`src/rtl/core/bilinear_image_scaler_assert.svh`:
```
// Assertion macros for the bilinear image scaler.
// Used by the top level; no other dependencies.
`ifndef BILINEAR_IMAGE_SCALER_ASSERT_SVH
`define BILINEAR_IMAGE_SCALER_ASSERT_SVH
`ifndef SYNTHESIS
`define BIS_ASSERT_IMPLIES(label, clk, rst, a, b) \
   label: assert property (@(posedge clk) disable iff (rst) (a) |-> (b)) \
      else $error("bilinear_image_scaler assertion failed");
`define BIS_ASSERT_NEXT(label, clk, rst, a, b) \
   label: assert property (@(posedge clk) disable iff (rst) (a) |=> (b)) \
      else $error("bilinear_image_scaler assertion failed");
`else
`define BIS_ASSERT_IMPLIES(label, clk, rst, a, b)
`define BIS_ASSERT_NEXT(label, clk, rst, a, b)
`endif
`endif

```
`src/rtl/core/bis_pkg.sv`:
```
// Shared constants, register codes and types of the bilinear image scaler.
// No dependencies.
package bis_pkg;

   localparam int MAX_SRC_WIDTH  = 256;
   localparam int MAX_SRC_HEIGHT = 256;
   localparam int MAX_DST_DIM    = 4096;
   localparam int MAX_CHANNELS   = 4;

   localparam int STORE_DEPTH = MAX_SRC_WIDTH * MAX_SRC_HEIGHT;
   localparam int ADDR_W      = $clog2(STORE_DEPTH);
   localparam int SRC_POS_W   = (MAX_SRC_WIDTH > MAX_SRC_HEIGHT) ?
                                $clog2(MAX_SRC_WIDTH) : $clog2(MAX_SRC_HEIGHT);
   localparam int SRC_DIM_W   = SRC_POS_W + 1;
   localparam int DST_POS_W   = $clog2(MAX_DST_DIM);
   localparam int DST_DIM_W   = DST_POS_W + 1;
   localparam int CH_W        = 3;
   localparam int FRAC_W      = 16;
   localparam int NUM_W       = DST_POS_W + SRC_POS_W;
   localparam int DIVD_W      = NUM_W + FRAC_W;
   localparam int DIV_CNT_W   = $clog2(DIVD_W);
   localparam int TOTAL_W     = ADDR_W + 1;

   // Register indexes of the configuration port
   localparam int CSR_IDX_W  = 3;
   localparam int CSR_DATA_W = DST_DIM_W;
   localparam logic [CSR_IDX_W-1:0] REG_SRC_WIDTH  = 3'd0;
   localparam logic [CSR_IDX_W-1:0] REG_SRC_HEIGHT = 3'd1;
   localparam logic [CSR_IDX_W-1:0] REG_DST_WIDTH  = 3'd2;
   localparam logic [CSR_IDX_W-1:0] REG_DST_HEIGHT = 3'd3;
   localparam logic [CSR_IDX_W-1:0] REG_CHANNELS   = 3'd4;

   localparam int OP_LOAD = 0;
   localparam int OP_EMIT = 1;

   // Divider status toward the sequencer
   typedef struct packed {
      logic              done;
      logic [DIVD_W-1:0] quot;
   } div_result_type;

endpackage

```
`src/rtl/core/bis_divider.sv`:
```
// Restoring divider, one quotient bit per cycle, for the scaler's position map.
// Depends on bis_pkg.
module bis_divider (
   input  logic                           clock,
   input  logic                           reset,
   input  logic                           start,
   input  logic [bis_pkg::DIVD_W-1:0]     dividend,
   input  logic [bis_pkg::DST_DIM_W-1:0]  divisor,
   output bis_pkg::div_result_type        result
);

   logic [bis_pkg::DIVD_W-1:0]    quo_ff, quo_in;
   logic [bis_pkg::DST_DIM_W-1:0] rem_ff, rem_in;
   logic [bis_pkg::DST_DIM_W-1:0] dsr_ff, dsr_in;
   logic [bis_pkg::DIV_CNT_W-1:0] cnt_ff, cnt_in;
   logic                          run_ff, run_in;
   logic                          done_ff, done_in;
   logic [bis_pkg::DST_DIM_W:0]   trial;
   logic                          fits;

   // Shift in one dividend bit and try the subtract
   assign trial = {rem_ff, quo_ff[bis_pkg::DIVD_W-1]};
   assign fits  = trial >= {1'b0, dsr_ff};

   always_comb begin
      quo_in  = quo_ff;
      rem_in  = rem_ff;
      dsr_in  = dsr_ff;
      cnt_in  = cnt_ff;
      run_in  = run_ff;
      done_in = 1'b0;
      if (start) begin
         quo_in = dividend;
         rem_in = '0;
         dsr_in = divisor;
         cnt_in = bis_pkg::DIV_CNT_W'(bis_pkg::DIVD_W - 1);
         run_in = 1'b1;
      end else if (run_ff) begin
         rem_in = fits ? bis_pkg::DST_DIM_W'(trial - {1'b0, dsr_ff})
                       : bis_pkg::DST_DIM_W'(trial);
         quo_in = {quo_ff[bis_pkg::DIVD_W-2:0], fits};
         cnt_in = cnt_ff - 1'b1;
         if (cnt_ff == '0) begin
            run_in  = 1'b0;
            done_in = 1'b1;
         end
      end
   end

   always_ff @(posedge clock) begin
      quo_ff <= quo_in;
      rem_ff <= rem_in;
      dsr_ff <= dsr_in;
      cnt_ff <= cnt_in;
      if (reset) begin
         run_ff  <= 1'b0;
         done_ff <= 1'b0;
      end else begin
         run_ff  <= run_in;
         done_ff <= done_in;
      end
   end

   assign result.done = done_ff;
   assign result.quot = quo_ff;

endmodule

```
`config.mk`:
```
export PLATFORM = sky130hd
export DESIGN_NAME = bis_divider
export DESIGN_NICKNAME = d
export VERILOG_FILES = /design/src/rtl/core/bilinear_image_scaler_assert.svh /design/src/rtl/core/bis_pkg.sv /design/src/rtl/core/bis_divider.sv
export SDC_FILE = /design/constraint.sdc
export NUM_CORES = 1
export LEC_CHECK = 0
export BUFFER_PORTS_ARGS = -buffer_cell sky130_fd_sc_hd__buf_2
export CORE_AREA = 2 2 90 92
export CTS_BUF_LIST = sky130_fd_sc_hd__clkbuf_16
export DETAILED_ROUTE_END_ITERATION = 12
export DIE_AREA = 0 0 92 94
export GPL_TIMING_DRIVEN = 0
export PLACE_DENSITY = 0.78
export RECOVER_POWER = 50
export SYNTH_ARGS = -nofsm -noshare
export SYNTH_HDL_FRONTEND = slang
export SYNTH_SLANG_ARGS = --single-unit
```
`constraint.sdc`:
```
create_clock -name clock -period 2.3 [get_ports clock]
set_input_delay 0.115 -clock clock [delete_from_list [all_inputs] [get_ports clock]]
set_output_delay 0.115 -clock clock [all_outputs]
set_load 0.05 [all_outputs]
```
==> results.py, run 1 <==
metrics = {
    "status": {
        "status": "finished, violations left",
        "violations": "setup timing",
    },
    "floorplan": {
        "die_x_um": 92,
        "start_util_pct": 47.1,
        "dieArea_um2": 8650,
        "dieHeight_um": 94,
        "rows": 32,
        "io-pin-count": 89,
        "core_um2": 7610,
    },
    "layout": {
        "nets": 493,
        "multi_input_area_um2": 1660,
        "ff_latch_area_um2": 1890,
        "n_antenna_cell": 0,
        "fin_area_um2": 4760,
        "drive_gt1_share_pct": 34.2,
        "area_delta_synth_final_pct": 32.8,
        "fillers": 610,
        "stdcell_count": 532,
    },
    "yosys": {
        "yosys.area.top_type_share_pct": 41.1,
        "synth_flop_cell": "edfxtp_1",
        "synthCells": 302,
        "async_flop_share_pct": 0,
        "synthesis.nets": 370,
        "syn_avg_cell_area_um2": 11.9,
        "ys_ff_latch": 70,
        "seq_area_frac_synth_pct": 52.8,
        "synth_edf_count": 49,
        "ys_top_cells_by_count": "edfxtp_1 (49), mux2_2 (36), dfxtp_1 (21)",
        "ys_warn_count": 0,
        "synth_area_um2": 3580,
        "yosysTopAreaCell": "edfxtp_1",
        "yosysMostFrequentCell": "edfxtp_1",
        "synth_cell_types": 54,
        "synth.area.top_cells": "edfxtp_1 (41%), dfxtp_1 (12%), mux2_2 (11%)",
    },
    "clock_tree": {
        "cts_buffers": 9,
        "cts_tree": "built",
        "clk_path_buf_depth": 2,
        "clkSinkCount": 70,
        "htreeDepth": 3,
        "clk_pin_slew_ps": 60,
        "clock_latency_ps": 330,
        "cts_root_buf": "clkbuf_16",
    },
    "sta": {
        "finalWorstSetupSlack_ps": -258,
        "hold_violations": 0,
        "fin_crit_sh_pct": 111,
        "fmax_mhz": 391,
        "tightest_slew_ps": 912,
        "grt_setup_unrepaired": "yes",
        "setup_viol": 14,
        "slew-limit-headroom_pct": 39.0,
        "slew_viol_final": 0,
        "skew_ps": 8.25,
        "holdWs_ps": 81.8,
        "min_period_ps": 2560,
    },
    "placement": {
        "placed_cell_area_um2": 4190,
        "dp_cells": 493,
        "dp_slack_ps": -231,
        "hpwl_mm": 5.74,
        "portBuffers": 88,
        "finalWeightedCongestion": 0.847,
    },
    "worst_hold_path": {
        "hold_class": "primary input to flip-flop",
        "hold_depth": 2,
    },
    "setup_path": {
        "crit_buf_inv": 3,
        "cp_common_cell": "inv_2",
        "endpoint_kind": "flip-flop",
        "criticalPathCategory": "flip-flop to flip-flop",
        "start_kind": "flip-flop",
        "crit_chain": "inv_2 -> ha_4 -> inv_2 -> fa_2 -> a211oi_4 -> o21ai_2 -> a21oi_2 -> a21o_1 -> buf_6 -> nand3_1 -> a311oi_1",
        "cp.depth": 11,
        "cp_max_fo": 5,
        "max_stage_delay_ps": 420,
        "cp.arrival_ps": 2780,
        "cp_top_family": "compound AO/OA/AOI/OAI gates",
        "reg2regPathDepth": 11,
        "critPathSlowestCell": "edfxtp_1",
        "required_ps": 2520,
    },
    "grt": {
        "antenna_found_initial": 0,
        "grt_max_degree": 20,
        "grt_util_met1_pct": 23.9,
        "top_usage_layer": "met2",
        "grt_pass1_wl_mm": 12.9,
        "grt_remaining_overflow": 0,
        "use_met3_pct": 4.17,
        "grtUsageTotal_pct": 19.3,
        "grt_pass1_vias": 2759,
        "use_met2_pct": 32.4,
    },
    "power": {
        "p_leak_nw": 1.93,
        "peakVddDrop_mv": 0.427,
        "power.density_nw_per_um2": 837,
    },
    "flow_run": {
        "drv_cap": 0,
    },
    "drt": {
        "drt-initial-drc-count": 269,
        "wl_mm": 8.57,
        "ant_nets": 0,
        "drc": 0,
        "vias_per_cell": 5.37,
        "first_pass_iters": 7,
        "wl_per_cell_um": 16.1,
        "vias": 2856,
    },
}
## final cells by class
type	count	share of cell area, %
Tap cell	102	2.68
Sequential cell	70	39.8
Clock buffer	9	4.73
Inverter	20	1.58
Timing Repair Buffer	112	13.3
Buffer	14	1.55
Multi-Input combinational cell	198	34.9
Clock inverter	7	1.53
## sequential cells by signal (all words and copies together) (netlist names)
signal,count
quo_ff,36
dsr_ff,13
rem_ff,13
cnt_ff,6
done_ff,1
run_ff,1
## stage by stage
step                setup TNS (ps)  utilization [%]  power, mW
floorplan                    -2970                -       2.29
global placement            -10100             54.7       2.49
detailed placement           -2740             55.1       2.52
CTS                           -499             62.1       3.97
global route                 -7520             62.5       4.14
finish                       -1890             62.5       3.98
## repair_timing
| item | CTS | global route |
|---|---|---|
| hold endpoints to repair | 15 | 0 |
| hold buffers | 14 | 0 |
| gates cloned | 1 | 1 |
| endpoints found under the setup margin | 14 | 14 |
| pin swaps | 9 | 10 |
| resized for setup | 10 | 15 |
| setup buffers | 6 | 1 |
## report_power, final
| part | internal (mW) | switching (mW) |
|---|---|---|
| registers | 1.49 | 0.0697 |
| clock network | 0.841 | 0.545 |
| logic | 0.385 | 0.656 |
## final timing paths
path,startpoint,endpoint,slack (ps)
max reg2reg,quo_ff[35],rem_ff[4],-260
min,dividend[26],quo_ff[26],80
max,quo_ff[35],rem_ff[4],-260
min reg2reg,rem_ff[10],rem_ff[10],520
## layout by cell type, fill, tap and decap left out, types with 3 or more instances in the layout
cell	n
nand3_1	11
buf_2	52
a21o_1	5
inv_1	17
clkbuf_1	47
nor3_1	5
buf_4	9
dfxtp_1	21
mux2_2	35
xnor2_1	9
ha_1	14
nor4_1	3
o21ai_1	6
buf_6	3
a21oi_1	11
a311oi_1	7
and3_1	4
a311oi_2	4
nand2_1	11
or2_2	3
nor2_1	19
edfxtp_1	49
clkbuf_16	9
dlygate4sd3_1	14
o21ai_0	7
## cell families (layout without fill, tap and decap cells)
family	count (synthesis)	in the layout	share of synthesized area, %
buffers and inverters	34	162	4.05
AOI/OAI and AO/OA	62	62	12.6
and+or+nand+nor	69	69	9.47
muxes	39	39	12.3
adders and majority gates	16	16	5.80
DFF	70	70	52.8
xor gates and xnor gates	12	12	2.93
## routing by layer
metal | part of all wire (%) | wire length (um)
met1 | 41 | 3550
met2 | 51 | 4370
met3 | 5.7 | 487
met4 | 1.9 | 164
met5 | 0 | 0
(Power assumes the default switching activity.)
==> inputs of run 2 (changes only) <==
==> constraint.sdc (replaced) <==
create_clock -name clock -period 2.3 [get_ports clock]
set_input_delay 0.115 -clock clock [delete_from_list [all_inputs] [get_ports clock]]
set_output_delay 0.115 -clock clock [all_outputs]
set_load 0.02 [all_outputs]
==> results.py, run 2 (synthesis results as in run 1) <==
metrics = {
    "worst_hold_path": {
        "hold_depth": 2,
        "min_to": "quo_ff[23]",
        "min_from": "dividend[23]",
        "hold_class": "primary input to flip-flop",
    },
    "status": {
        "violations": "setup timing",
        "status": "finished, violations left",
    },
    "layout": {
        "utilization_pct": 63.3,
        "reg_top3": "quo_ff (36), dsr_ff (13), rem_ff (13)",
        "area_delta_synth_final_pct": 34.4,
        "regMostFlops": "quo_ff",
        "largest_reg_flops": 36,
        "nets": 494,
        "fin_area_um2": 4820,
        "n_antenna_cell": 0,
        "final_common_cell": "buf_2",
        "drive_gt1_share_pct": 37.4,
        "final_cell_mix": "buf_2 (53), edfxtp_1 (49), clkbuf_1 (45)",
        "fillers": 604,
    },
    "power": {
        "switching_power_mw": 1.16,
        "p_sw_share_pct": 29.8,
        "p_int_mw": 2.73,
        "power.density_nw_per_um2": 807,
        "p_leak_nw": 1.94,
        "clkPwrFrac_pct": 35.9,
        "pwr-share-comb_pct": 23.9,
        "peakVddDrop_mv": 0.398,
        "seqPwrFrac_pct": 40.2,
    },
    "drt": {
        "wl_mm": 9.15,
        "drt-initial-drc-count": 274,
        "vias_per_cell": 5.54,
        "dr_wl_met3_um": 523,
        "met2WireLength_mm": 4.73,
        "wl_met1_mm": 3.60,
        "ant_nets": 0,
        "vias": 2953,
        "first_pass_iters": 5,
        "wl_per_cell_um": 17.2,
        "maxUsedRoutingLayer": "met4",
        "drc": 0,
    },
    "clock_tree": {
        "clkSinkCount": 70,
        "clk_path_buf_depth": 2,
        "clock_latency_ps": 340,
        "cts_buffers": 9,
        "clk_pin_slew_ps": 60,
        "cts_tree": "built",
        "cts_root_buf": "clkbuf_16",
        "htreeDepth": 3,
    },
    "placement": {
        "portBuffers": 88,
        "placed_cell_area_um2": 4180,
        "hpwl_mm": 5.90,
        "dp_slack_ps": -227,
        "finalWeightedCongestion": 0.864,
    },
    "setup_path": {
        "start_kind": "flip-flop",
        "r2r-end": "rem_ff[0]",
        "cp-startpoint": "quo_ff[35]",
        "rrSetupSlack_ps": -130,
        "reg2regPathDepth": 12,
        "required_ps": 2480,
        "cp_max_fo": 5,
        "r2r-start": "quo_ff[35]",
        "cp.arrival_ps": 2610,
        "endpoint_kind": "flip-flop",
        "criticalPathCategory": "flip-flop to flip-flop",
    },
    "grt": {
        "antenna_found_initial": 0,
        "grt_max_degree": 21,
        "grtUsageTotal_pct": 20.7,
        "grt_remaining_overflow": 0,
        "grt_pass1_vias": 2946,
        "grt_pass1_wl_mm": 13.9,
    },
    "floorplan": {
        "dieArea_um2": 8650,
        "start_util_pct": 47.1,
        "io-pin-count": 89,
        "core_um2": 7610,
        "dieHeight_um": 94,
        "rows": 32,
        "die_x_um": 92,
    },
    "sta": {
        "grt_setup_unrepaired": "yes",
        "skew_ps": 5.89,
        "tightest_slew_ps": 880,
        "fmax_mhz": 412,
        "slew-limit-headroom_pct": 41.2,
        "fin_crit_sh_pct": 106,
        "setup_viol": 13,
        "slew_viol_final": 0,
        "finalWorstSetupSlack_ps": -130,
        "hold_violations": 0,
        "min_period_ps": 2430,
    },
    "flow_run": {
        "drv_cap": 0,
    },
}
[run 2: worst max-delay path by stage]
stage / depth (start not counted) / end / slack, ps
6_report: 12 / rem_ff[0] / -130
5_1_grt: 11 / rem_ff[4] / -200
4_1_cts: 10 / quo_ff[0] / -90
3_5_place_dp: 11 / rem_ff[10] / -230
3_3_place_gp: 4 / quo_ff[9] / -230
2_1_floorplan: 10 / quo_ff[0] / -130
[run 2: metrics by stage]
| step | instances | power [mW] | TNS, ps | hold slack (ps) |
|---|---|---|---|---|
| after floorplan | 302 | 2.13 | -835 | 187 |
| after global placement | 492 | 2.33 | -10510 | 292 |
| after detailed placement | 493 | 2.37 | -2460 | 293 |
| after CTS | 532 | 3.85 | -685 | 74.9 |
| after global routing | 533 | 4.04 | -2170 | 78.8 |
| final | 533 | 3.89 | -1030 | 78.4 |
[run 2: critical path: stages, from the launching register on]
cell and delay (ps):
edfxtp_1 420, inv_2 90, ha_4 130, inv_2 30
fa_2 350, a211oi_2 220, o21ai_2 110, a21oi_2 180
buf_4 150, a21oi_4 70, buf_6 160, nor4_4 260
a311oi_2 90
[run 2: layout make-up]
type | count | area, um^2 | area share, %
Sequential cell | 70 | 1890 | 39.3
Multi-Input combinational cell | 198 | 1720 | 35.7
Timing Repair Buffer | 113 | 628 | 13.0
Clock buffer | 9 | 225 | 4.68
Tap cell | 102 | 128 | 2.65
Inverter | 20 | 75.1 | 1.56
Buffer | 14 | 73.8 | 1.53
Clock inverter | 7 | 72.6 | 1.51
[run 2: what timing repair did]
| action | in CTS | in global routing |
|---|---|---|
| hold buffers | 14 | 0 |
| setup endpoints to repair | 14 | 14 |
| gates resized for setup | 21 | 15 |
| gates cloned | 2 | 0 |
| buffers inserted | 7 | 1 |
| endpoints found under the hold margin | 15 | 0 |
| pin swaps | 12 | 9 |
[run 2: power by group through the flow]
stage / Combinational (mW) / Clock [mW] / Sequential (mW)
after floorplan: 0.478 / 0 / 1.65
after global placement: 0.761 / 0 / 1.57
after detailed placement: 0.789 / 0 / 1.58
after CTS: 0.887 / 1.41 / 1.56
after global routing: 0.997 / 1.46 / 1.58
final: 0.928 / 1.40 / 1.56
[run 2: metal layers]
metal / up-vias / GRT usage (%)
met5: - / 0
met4: 0 / 11.2
met3: 31 / 3.69
met2: 123 / 36.0
met1: 1413 / 24.4
li1: 1386 / -
